===== src/hdl/arc_pkg.sv =====
// Shared types and codes for the ARP resolution cache.
// Used by the top-level sequencer and the testbench; no dependencies.
`timescale 1ns / 1ps
`default_nettype none
package arc_pkg;

  localparam int MAC_W = 48;
  localparam int IP_W  = 32;
  localparam int TAG_W = 16;
  localparam int MS_W  = 16;
  localparam int AGE_W = 17;
  localparam logic [AGE_W-1:0] AGE_MAX = '1;
  localparam logic [MAC_W-1:0] MAC_BCAST = '1;

  // request codes (in_tuser)
  localparam logic [1:0] REQ_SEND = 2'd0;
  localparam logic [1:0] REQ_RECV = 2'd1;
  localparam logic [1:0] REQ_TICK = 2'd2;

  // received frame kinds
  localparam logic [1:0] FRM_IPV4 = 2'd0;
  localparam logic [1:0] FRM_ARP  = 2'd1;

  // result kinds (out_tuser)
  localparam logic [2:0] KIND_FRAME   = 3'd0;
  localparam logic [2:0] KIND_ARP_REQ = 3'd1;
  localparam logic [2:0] KIND_ARP_RPL = 3'd2;
  localparam logic [2:0] KIND_DELIVER = 3'd3;
  localparam logic [2:0] KIND_DROP    = 3'd4;

  // configuration register indexes
  localparam logic [1:0] REG_OWN_MAC = 2'd0;
  localparam logic [1:0] REG_OWN_IP  = 2'd1;
  localparam logic [1:0] REG_RETRY   = 2'd2;
  localparam logic [1:0] REG_EXPIRY  = 2'd3;

  localparam logic [MS_W-1:0] RETRY_RST  = 16'd5000;
  localparam logic [MS_W-1:0] EXPIRY_RST = 16'd30000;

  typedef struct packed {
    logic [IP_W-1:0]  ip;
    logic [MAC_W-1:0] mac;
    logic             resolved;
    logic [AGE_W-1:0] age;
  } entry_t;

  typedef struct packed {
    logic [IP_W-1:0]  ip;
    logic [TAG_W-1:0] tag;
  } wait_t;

  typedef struct packed {
    logic [2:0]       kind;
    logic [MAC_W-1:0] mac;
    logic [IP_W-1:0]  ip;
    logic [TAG_W-1:0] tag;
  } res_t;

endpackage
`default_nettype wire


===== src/hdl/arc_ram.sv =====
// Simple dual-port RAM: one write port, one registered read port.
// Holds cache entries and queued datagrams; no package dependency.
`timescale 1ns / 1ps
`default_nettype none
module arc_ram #(
  parameter int WIDTH = 8,
  parameter int DEPTH = 16
) (
  input  wire logic                     clk,
  input  wire logic                     we,
  input  wire logic [$clog2(DEPTH)-1:0] waddr,
  input  wire logic [WIDTH-1:0]         wdata,
  input  wire logic [$clog2(DEPTH)-1:0] raddr,
  output logic      [WIDTH-1:0]         rdata
);

  logic [WIDTH-1:0] mem [DEPTH];

  always_ff @(posedge clk) begin
    if (we) begin
      mem[waddr] <= wdata;
    end
    rdata <= mem[raddr];
  end

endmodule
`default_nettype wire


===== src/hdl/arp_resolve_cache_with_pending_queue.sv =====
// ARP resolution cache top level: sequencer, cache valid bits, result staging.
// Depends on arc_pkg and arc_ram.
`timescale 1ns / 1ps
`default_nettype none
// One word in takes one of three requests: send a datagram, receive a parsed
// frame, or a millisecond tick. A single sequencer walks the cache RAM entry
// by entry (read, then evaluate through the shared compare/age unit). Sends
// and ARP receives walk the whole cache and then decide; a send to a hop that
// is not resolved then queues its datagram or drops it, and an ARP receive may
// walk the queue (every queued word is read and checked, released or not). A
// tick walks the whole cache to age it; any other received frame and an unused
// request type skip the walk. in_tready is high only while the sequencer is
// idle. Results are staged one word behind so that tlast marks the final result
// of each input; output stalls hold the sequencer. No clearing pass is needed
// after reset: cache valid bits clear at once and the queue is tracked by a
// count.
module arp_resolve_cache_with_pending_queue #(
  parameter int CACHE_ENTRIES = 16,
  parameter int WAIT_DEPTH    = 16
) (
  input  wire logic         clk,
  input  wire logic         rst_n,
  // input words
  input  wire logic         in_tvalid,
  output logic              in_tready,
  // tdata, low bit up: dgram_tag[15:0], hop_addr[47:16], frame_dst_mac[95:48],
  // frame_kind[97:96], parse_ok[98], arp_is_reply[99], arp_sender_ip[131:100],
  // arp_sender_mac[179:132], arp_target_ip[211:180], elapsed_ms[227:212], pad
  input  wire logic [231:0] in_tdata,
  input  wire logic [1:0]   in_tuser,   // req_type[1:0]
  // result words
  output logic              out_tvalid,
  input  wire logic         out_tready,
  // tdata, low bit up: out_dst_mac[47:0], out_target_ip[79:48], out_tag[95:80]
  output logic [95:0]       out_tdata,
  output logic [2:0]        out_tuser,  // out_kind[2:0]
  output logic              out_tlast,  // out_last
  // configuration writes
  input  wire logic         cfg_we,
  input  wire logic [1:0]   cfg_addr,
  input  wire logic [47:0]  cfg_wdata
);

  localparam int CW = $clog2(CACHE_ENTRIES);
  localparam int QA = $clog2(WAIT_DEPTH);
  localparam int QW = $clog2(WAIT_DEPTH + 1);
  localparam logic [CW-1:0] C_LAST = CW'(CACHE_ENTRIES - 1);
  localparam logic [QW-1:0] Q_FULL = QW'(WAIT_DEPTH);

  typedef enum logic [3:0] {
    S_IDLE, S_CRD, S_CEV, S_DEC, S_ENQ, S_QRD, S_QEV, S_RPL, S_TRD, S_TEV, S_FIN
  } state_t;

  state_t state_r;

  // configuration
  logic [arc_pkg::MAC_W-1:0] own_mac_r;
  logic [arc_pkg::IP_W-1:0]  own_ip_r;
  logic [arc_pkg::MS_W-1:0]  retry_r, expiry_r;

  // latched request
  logic [1:0]                req_r;
  logic [arc_pkg::TAG_W-1:0] tag_r;
  logic [arc_pkg::IP_W-1:0]  key_r;
  logic                      reply_r;
  logic [arc_pkg::MAC_W-1:0] smac_r;
  logic [arc_pkg::IP_W-1:0]  tip_r;
  logic [arc_pkg::MS_W-1:0]  elapsed_r;

  // lookup results
  logic [CW-1:0]             cnt_r;
  logic                      hit_r, free_found_r;
  logic [CW-1:0]             hit_idx_r, free_idx_r, old_idx_r;
  logic                      hit_res_r;
  logic [arc_pkg::AGE_W-1:0] hit_age_r, old_age_r;
  logic [arc_pkg::MAC_W-1:0] hit_mac_r;
  logic [CACHE_ENTRIES-1:0]  valid_r;

  // queue bookkeeping
  logic [QW-1:0]             wcount_r, qi_r, qk_r;

  // result staging
  arc_pkg::res_t             hold_r, out_res_r;
  logic                      hold_v_r, out_valid_r, out_last_r;

  // RAM ports
  logic                      c_we, q_we;
  logic [CW-1:0]             c_wa;
  logic [QA-1:0]             q_wa;
  arc_pkg::entry_t           c_wd, c_rd;
  arc_pkg::wait_t            q_wd, q_rd;

  arc_ram #(.WIDTH($bits(arc_pkg::entry_t)), .DEPTH(CACHE_ENTRIES)) u_cache (
    .clk(clk), .we(c_we), .waddr(c_wa), .wdata(c_wd), .raddr(cnt_r), .rdata(c_rd)
  );

  arc_ram #(.WIDTH($bits(arc_pkg::wait_t)), .DEPTH(WAIT_DEPTH)) u_wait (
    .clk(clk), .we(q_we), .waddr(q_wa), .wdata(q_wd), .raddr(qi_r[QA-1:0]), .rdata(q_rd)
  );

  // input field views
  logic [arc_pkg::TAG_W-1:0] in_tag;
  logic [arc_pkg::IP_W-1:0]  in_hop, in_sip, in_tip;
  logic [arc_pkg::MAC_W-1:0] in_fdst, in_smac;
  logic [1:0]                in_fkind;
  logic                      in_ok, in_reply;
  logic [arc_pkg::MS_W-1:0]  in_elapsed;

  assign in_tag     = in_tdata[15:0];
  assign in_hop     = in_tdata[47:16];
  assign in_fdst    = in_tdata[95:48];
  assign in_fkind   = in_tdata[97:96];
  assign in_ok      = in_tdata[98];
  assign in_reply   = in_tdata[99];
  assign in_sip     = in_tdata[131:100];
  assign in_smac    = in_tdata[179:132];
  assign in_tip     = in_tdata[211:180];
  assign in_elapsed = in_tdata[227:212];

  logic in_acc, out_free, for_us;
  assign in_tready = (state_r == S_IDLE);
  assign in_acc    = in_tvalid && in_tready;
  assign out_free  = !out_valid_r || out_tready;
  assign for_us    = (in_fdst == own_mac_r) || (in_fdst == arc_pkg::MAC_BCAST);

  assign out_tvalid = out_valid_r;
  assign out_tdata  = {out_res_r.tag, out_res_r.ip, out_res_r.mac};
  assign out_tuser  = out_res_r.kind;
  assign out_tlast  = out_last_r;

  // shared compare / age unit
  logic                      cur_valid, ip_match, age_gt;
  logic [arc_pkg::AGE_W:0]   age_sum;
  logic [arc_pkg::AGE_W-1:0] age_sat;
  logic [CW-1:0]             tgt_idx;
  logic                      was_res;

  assign cur_valid = valid_r[cnt_r];
  assign ip_match  = cur_valid && (c_rd.ip == key_r);
  assign age_gt    = c_rd.age > old_age_r;
  assign age_sum   = {1'b0, c_rd.age} + (arc_pkg::AGE_W + 1)'(elapsed_r);
  assign age_sat   = age_sum[arc_pkg::AGE_W] ? arc_pkg::AGE_MAX : age_sum[arc_pkg::AGE_W-1:0];
  assign tgt_idx   = hit_r ? hit_idx_r : (free_found_r ? free_idx_r : old_idx_r);
  assign was_res   = hit_r && hit_res_r;

  logic          emit_req, stall;
  arc_pkg::res_t emit_res;
  logic          send_fast, send_wait;

  assign send_fast = hit_r && hit_res_r;
  assign send_wait = hit_r && !hit_res_r && (hit_age_r < arc_pkg::AGE_W'(retry_r));

  // result selection and RAM writes
  always_comb begin
    emit_req = 1'b0;
    emit_res = '0;
    c_we     = 1'b0;
    c_wa     = tgt_idx;
    c_wd     = c_rd;
    q_we     = 1'b0;
    q_wa     = qk_r[QA-1:0];
    q_wd     = q_rd;
    case (state_r)
      S_IDLE: begin
        if (in_acc && in_tuser == arc_pkg::REQ_RECV && for_us &&
            in_fkind == arc_pkg::FRM_IPV4 && in_ok) begin
          emit_req     = 1'b1;
          emit_res.kind = arc_pkg::KIND_DELIVER;
          emit_res.tag = in_tag;
        end
      end
      S_DEC: begin
        if (req_r == arc_pkg::REQ_SEND) begin
          if (send_fast) begin
            emit_req      = 1'b1;
            emit_res.kind = arc_pkg::KIND_FRAME;
            emit_res.mac  = hit_mac_r;
            emit_res.tag  = tag_r;
          end else if (!send_wait) begin
            emit_req      = 1'b1;
            emit_res.kind = arc_pkg::KIND_ARP_REQ;
            emit_res.mac  = arc_pkg::MAC_BCAST;
            emit_res.ip   = key_r;
            c_we          = 1'b1;
            c_wd          = '{ip: key_r, mac: '0, resolved: 1'b0, age: '0};
          end
        end else begin
          c_we = 1'b1;
          c_wd = '{ip: key_r, mac: smac_r, resolved: 1'b1, age: '0};
        end
      end
      S_ENQ: begin
        if (wcount_r == Q_FULL) begin
          emit_req      = 1'b1;
          emit_res.kind = arc_pkg::KIND_DROP;
          emit_res.tag  = tag_r;
        end else begin
          q_we = 1'b1;
          q_wa = wcount_r[QA-1:0];
          q_wd = '{ip: key_r, tag: tag_r};
        end
      end
      S_QEV: begin
        if (q_rd.ip == key_r) begin
          emit_req      = 1'b1;
          emit_res.kind = arc_pkg::KIND_FRAME;
          emit_res.mac  = smac_r;
          emit_res.tag  = q_rd.tag;
        end else begin
          q_we = 1'b1;
        end
      end
      S_RPL: begin
        if (!reply_r && tip_r == own_ip_r) begin
          emit_req      = 1'b1;
          emit_res.kind = arc_pkg::KIND_ARP_RPL;
          emit_res.mac  = smac_r;
          emit_res.ip   = key_r;
        end
      end
      S_TEV: begin
        c_wa     = cnt_r;
        c_we     = cur_valid;
        c_wd.age = age_sat;
      end
      default: ;
    endcase
  end

  assign stall = (emit_req && hold_v_r && !out_free) ||
                 (state_r == S_FIN && hold_v_r && !out_free);

  // load the output register from the staged result
  logic out_load;
  assign out_load = !stall && hold_v_r && (emit_req || state_r == S_FIN);

  always_ff @(posedge clk) begin
    if (!rst_n) begin
      state_r     <= S_IDLE;
      valid_r     <= '0;
      wcount_r    <= '0;
      hold_v_r    <= 1'b0;
      out_valid_r <= 1'b0;
      own_mac_r   <= '0;
      own_ip_r    <= '0;
      retry_r     <= arc_pkg::RETRY_RST;
      expiry_r    <= arc_pkg::EXPIRY_RST;
    end else begin
      if (cfg_we) begin
        case (cfg_addr)
          arc_pkg::REG_OWN_MAC: own_mac_r <= cfg_wdata;
          arc_pkg::REG_OWN_IP:  own_ip_r  <= cfg_wdata[arc_pkg::IP_W-1:0];
          arc_pkg::REG_RETRY:   retry_r   <= cfg_wdata[arc_pkg::MS_W-1:0];
          arc_pkg::REG_EXPIRY:  expiry_r  <= cfg_wdata[arc_pkg::MS_W-1:0];
          default: ;
        endcase
      end

      if (out_load) begin
        out_valid_r <= 1'b1;
      end else if (out_tready) begin
        out_valid_r <= 1'b0;
      end

      // push a new result: move the staged one out, keep the new one back
      if (emit_req && !stall) begin
        if (hold_v_r) begin
          out_res_r  <= hold_r;
          out_last_r <= 1'b0;
        end
        hold_r   <= emit_res;
        hold_v_r <= 1'b1;
      end

      if (!stall) begin
        case (state_r)
          S_IDLE: begin
            if (in_acc) begin
              req_r        <= in_tuser;
              tag_r        <= in_tag;
              reply_r      <= in_reply;
              smac_r       <= in_smac;
              tip_r        <= in_tip;
              elapsed_r    <= in_elapsed;
              cnt_r        <= '0;
              hit_r        <= 1'b0;
              free_found_r <= 1'b0;
              case (in_tuser)
                arc_pkg::REQ_SEND: begin
                  key_r   <= in_hop;
                  state_r <= S_CRD;
                end
                arc_pkg::REQ_RECV: begin
                  key_r <= in_sip;
                  if (for_us && in_fkind == arc_pkg::FRM_ARP && in_ok) begin
                    state_r <= S_CRD;
                  end else begin
                    state_r <= S_FIN;
                  end
                end
                arc_pkg::REQ_TICK: state_r <= S_TRD;
                default:           state_r <= S_IDLE;
              endcase
            end
          end
          S_CRD: state_r <= S_CEV;
          S_CEV: begin
            if (ip_match && !hit_r) begin
              hit_r     <= 1'b1;
              hit_idx_r <= cnt_r;
              hit_res_r <= c_rd.resolved;
              hit_age_r <= c_rd.age;
              hit_mac_r <= c_rd.mac;
            end
            if (!cur_valid && !free_found_r) begin
              free_found_r <= 1'b1;
              free_idx_r   <= cnt_r;
            end
            if (cnt_r == '0 || age_gt) begin
              old_idx_r <= cnt_r;
              old_age_r <= c_rd.age;
            end
            if (cnt_r == C_LAST) begin
              state_r <= S_DEC;
            end else begin
              cnt_r   <= cnt_r + 1'b1;
              state_r <= S_CRD;
            end
          end
          S_DEC: begin
            if (c_we) begin
              valid_r[tgt_idx] <= 1'b1;
            end
            if (req_r == arc_pkg::REQ_SEND) begin
              state_r <= send_fast ? S_FIN : S_ENQ;
            end else begin
              qi_r    <= '0;
              qk_r    <= '0;
              state_r <= (!was_res || reply_r) ? S_QRD : S_RPL;
            end
          end
          S_ENQ: begin
            if (wcount_r != Q_FULL) begin
              wcount_r <= wcount_r + 1'b1;
            end
            state_r <= S_FIN;
          end
          S_QRD: begin
            if (qi_r == wcount_r) begin
              wcount_r <= qk_r;
              state_r  <= S_RPL;
            end else begin
              state_r <= S_QEV;
            end
          end
          S_QEV: begin
            if (q_we) begin
              qk_r <= qk_r + 1'b1;
            end
            qi_r    <= qi_r + 1'b1;
            state_r <= S_QRD;
          end
          S_RPL: state_r <= S_FIN;
          S_TRD: state_r <= S_TEV;
          S_TEV: begin
            if (cur_valid && age_sat >= arc_pkg::AGE_W'(expiry_r)) begin
              valid_r[cnt_r] <= 1'b0;
            end
            if (cnt_r == C_LAST) begin
              state_r <= S_IDLE;
            end else begin
              cnt_r   <= cnt_r + 1'b1;
              state_r <= S_TRD;
            end
          end
          S_FIN: begin
            // release the staged result as the last word of this request
            if (hold_v_r) begin
              out_res_r  <= hold_r;
              out_last_r <= 1'b1;
              hold_v_r   <= 1'b0;
            end
            state_r <= S_IDLE;
          end
          default: state_r <= S_IDLE;
        endcase
      end
    end
  end

  // nothing may stay staged once the sequencer is back to idle
  a_idle_empty: assert property (@(posedge clk) disable iff (!rst_n)
    in_tready |-> !hold_v_r)
    else $error("staged result left behind at idle");

  a_count_range: assert property (@(posedge clk) disable iff (!rst_n)
    wcount_r <= Q_FULL)
    else $error("queue count beyond depth");

  a_compact_order: assert property (@(posedge clk) disable iff (!rst_n)
    (state_r == S_QEV) |-> (qk_r <= qi_r) && (qi_r < wcount_r))
    else $error("queue compaction pointers out of order");

  a_busy_after_accept: assert property (@(posedge clk) disable iff (!rst_n)
    in_acc |=> !in_tready || !hold_v_r)
    else $error("accepted word with result still staged");

endmodule
`default_nettype wire


===== config.mk =====
export PLATFORM = sky130hd
export DESIGN_NAME = arp_resolve_cache_with_pending_queue
export DESIGN_NICKNAME = d
export VERILOG_FILES = /design/src/hdl/arc_pkg.sv /design/src/hdl/arc_ram.sv /design/src/hdl/arp_resolve_cache_with_pending_queue.sv
export SDC_FILE = /design/constraint.sdc
export NUM_CORES = 2
export LEC_CHECK = 0
export ABC_AREA = 1
export ABC_CLOCK_PERIOD_IN_PS = 18400
export CORE_ASPECT_RATIO = 0.75
export CORE_MARGIN = 10
export CORE_UTILIZATION = 35
export DETAILED_ROUTE_END_ITERATION = 8
export DONT_BUFFER_PORTS = 1
export PLACE_DENSITY_LB_ADDON = 0.25
export SLEW_MARGIN = 30
export SYNTH_ARGS = -nofsm -noshare
export SYNTH_HDL_FRONTEND = slang
export SYNTH_HIERARCHICAL = 1
export SYNTH_SLANG_ARGS = --single-unit

===== constraint.sdc =====
create_clock -name clk -period 18.4 [get_ports clk]
set_input_delay 2.76 -clock clk [delete_from_list [all_inputs] [get_ports clk]]
set_output_delay 2.76 -clock clk [all_outputs]
set_load 0.02 [all_outputs]

==> results by group <==
Detailed routing
  • WL/cell: 21.53 µm
  • Starting DRC count in detailed routing: 8,354
  • Drt pass-1 iters: 8
  • Routed wire length: 389.7 mm
  • Vias: 87,745
  • Vias per cell: 4.848
  • DRT antenna net count: 0
  • Drt drc: 0

Worst hold path
  • Worst hold path class: flip-flop to flip-flop
  • Hold path depth: 0
  • Worst hold path endpoint: hit_mac_r[6]
  • Beginning of the worst hold path: u_cache/rdata[24]

Logic synthesis
  • Post-synth ARST share: 0
  • Synthesized Nets: 13,235
  • Count of cell types in the netlist: 51
  • Cells after synthesis: 12,873
  • Post-synthesis sequential area ratio: 0.6776
  • Synthesis Warnings: 6
  • Dominant synthesized flop cell: edfxtp_1
  • Mapped Area: 132,200 µm²
  • Share of the synthesized area in the top cell type: 0.6344
  • #FFs+latches synth: 3,078
  • Post-synth top area cell: edfxtp_1
  • Post-synth EDFFs: 2,793
  • Avg Cell Area, Syn: 10.27 µm²
  • Top cells by area, synth: edfxtp_1 (63%), nand2_1 (11%), nand3_1 (7.3%)

Setup path
  • CP most frequent cell: nand2_1
  • CP max-delay cell: nand2_4
  • Critical Path Fanout Max: 52
  • Critical-path cell list: nand2_1 > nor2_1 > nand3_1 > nor3_1 > nand4_1 > nand2_1 > nand2_1 > nand3_2 > nand3_4 > nand2_4 > buf_4 > nand2_1 > nand2_1
  • Critical Path End Type: flip-flop
  • Crit path buffers/inverters: 1
  • Startpoint Class: input pin
  • R2r endpoint: out_tdata[24]
  • Critical path data required time: 19.15 ns
  • RR Startpoint: key_r[16]
  • Critical path's top delay family: simple AND/OR/NAND/NOR gates
  • Setup slack, reg-to-reg: 12.79 ns
  • Arrival @ worst endpoint: 6.58 ns
  • CP Class: input pin to flip-flop
  • Reg2Reg Depth: 16
  • Crit-path max cell delay: 0.74 ns

Finish
  • Area of the multi-input gates: 32,040 µm²
  • Sequential Area: 89,580 µm²
  • Layout area overhead: 12.04%
  • Net count, final: 13,150
  • Share of cells above drive strength 1: 0.06133
  • FILL cells: 36,288

Floorplanning
  • Die height: 552.2 µm
  • Die X: 729.7 µm
  • Die ar.: 403,000 µm²
  • Initial core utilization: 0.3514
  • Core ar.: 376,200 µm²
  • IO Pins: 391
  • Row cnt: 195

Global route
  • Number of global-route vias before repair: 80,253
  • First-pass GRT wire length: 564.1 mm
  • Largest net degree at the start of global routing: 226
  • Total track usage: 0.1855
  • Initial antenna violation count: 24
  • Grt ovf: 0

Clocking
  • Post-CTS Hold Buffers: 0
  • Clk buf depth: 4
  • Worst skew pair latency: 0.94 ns
  • Clock Tree Root: clkbuf_16
  • Post-CTS Repair Setup Buffers: 0
  • H-tree Lvls: 5
  • Quantity of gates resized following cts: 0
  • Clk sinks: 3,078
  • Clk slew on worst S/H paths: 0.06 ns
  • CTS tree: built
  • CTS buffer count: 329

Job
  • Max cap viols: 0

Timing
  • Final min period: 5.834 ns
  • Fin. max-slew vios: 0
  • Final hold violations: 0
  • Slew margin rel.: 0.06191
  • Unrepaired setup endpoints after global routing: no
  • Setup violators final: 0
  • Worst-margin pin slew: 1.407 ns
  • Clk_skew: 0.07530 ns
  • Period utilisation layout: 0.3171
  • Setup_tns: 0 ns
  • FMAX: 171.4 MHz

Placed design
  • I/O Buffers: 0
  • HPWL Detailed: 208.2 mm
  • GPL Wtd Cong: 0.8852

Power and ir drop
  • Peak supply drop: 0.08852 mV
  • Cell leakage power: 61.14 nW
  • Tot Pwr: 19.25 mW
  • Power Density: 130.0 nW/µm²

Run status
  • Status: finished clean
[synthesized netlist by cell type (all sizes together), types with 72 or more instances]
cell type / n
dfxtp: 285
xnor2: 72
inv: 2083
o21ai: 325
nand3: 1942
ha: 72
nor2: 320
nand2: 3959
a21oi: 140
buf: 460
edfxtp: 2793
clkbuf: 165
[cell type report]
class	count	area share
sequential	3078	0.6048
multi-input combinational	7085	0.2163
clock buffer	463	0.06172
inverter	2085	0.05321
tap	5023	0.04243
timing repair buffer	209	0.01256
clock inverter	141	0.008718
antenna	14	0.0002365
[worst register-to-register path, delay by kind of cell, from the launching register on]
kind | cells | cell delay [ns]
flip-flops | 1 | 0.54
buffers and inverters | 2 | 0.99
AND/OR/NAND/NOR | 14 | 3.90
[through the flow]
step / setup slack (ns) / std cells / utilization / hold slack, ns / area [µm²]
floorplan: 9.214 / 12873 / - / 0.4019 / 132200
global placement: 11.68 / 17474 / 0.3651 / 0.4125 / 137400
detailed placement: 11.65 / 17479 / 0.3656 / 0.4127 / 137500
CTS: 12.62 / 18083 / 0.3933 / 0.4269 / 148000
global route: 12.32 / 18085 / 0.3936 / 0.4383 / 148100
finish: 12.57 / 18098 / 0.3937 / 0.4270 / 148100
[worst max-delay path by stage]
stage	startpoint	end	slack, ns	cells past startpoint
2_1_floorplan	in_tdata[57]	elapsed_r[0]	9.21	15
3_3_place_gp	in_tdata[53]	out_tdata[6]	11.68	13
3_5_place_dp	in_tuser[1]	hit_mac_r[4]	11.65	13
4_1_cts	in_tdata[53]	out_tdata[24]	12.62	13
5_1_grt	in_tuser[1]	hit_mac_r[14]	12.32	13
6_report	in_tdata[53]	out_tdata[24]	12.57	13
[per-layer routing]
metal	up-vias	wire length, µm	part of all wire	track usage
li1	41954	-	-	-
met1	42359	177600	0.46	0.2709
met2	2903	173300	0.44	0.2870
met3	521	28890	0.074	0.02926
met4	8	9865	0.025	0.04835
met5	-	68	0.00017	0
[report_power, final]
group / switching [mW] / internal [mW]
clock network: 2.80 / 3.65
registers: 0.265 / 8.73
logic: 2.84 / 0.972
[placed cells by master (no fill, tap or decap), types with 23 or more instances in the layout]
cell / n
o21ai_0: 295
ha_1: 72
a22oi_1: 26
nor2_4: 40
clkbuf_16: 333
a21oi_1: 137
clkbuf_8: 32
a32o_1: 23
o21ai_2: 24
xnor2_1: 72
clkinv_2: 55
inv_1: 2065
nor3_1: 40
edfxtp_1: 2793
nand2_1: 3953
clkbuf_1: 98
buf_4: 180
nand4_1: 28
nand3_1: 1938
nor2_1: 274
dfxtp_1: 285
clkinv_1: 42
o211ai_1: 26
[cells by family (layout without fill, tap and decap cells)]
group,Yosys count,after routing,share of synthesized area
simple gates,6326,6326,0.2002
flops,3078,3078,0.6776
buf+inv,2710,2898,0.08372
compound gates,597,597,0.02561
xor+xnor,89,89,0.005896
fa+ha+maj,73,73,0.006966
other cells,0,14,0
[state kept, by name, summed over array words and instances, names as in the netlist, 16 cells and up]
register	flops
u_cache/rdata	98
smac_r	48
retry_r	16
expiry_r	16
own_ip_r	32
out_tdata	96
hit_age_r	17
u_wait/rdata	48
hit_mac_r	48
elapsed_r	16
tip_r	32
tag_r	16
u_cache/mem	1568
u_wait/mem	768
valid_r	16
hold_r	99
own_mac_r	48
key_r	32
old_age_r	17
No activity file was read; power rests on OpenSTA's default activity.
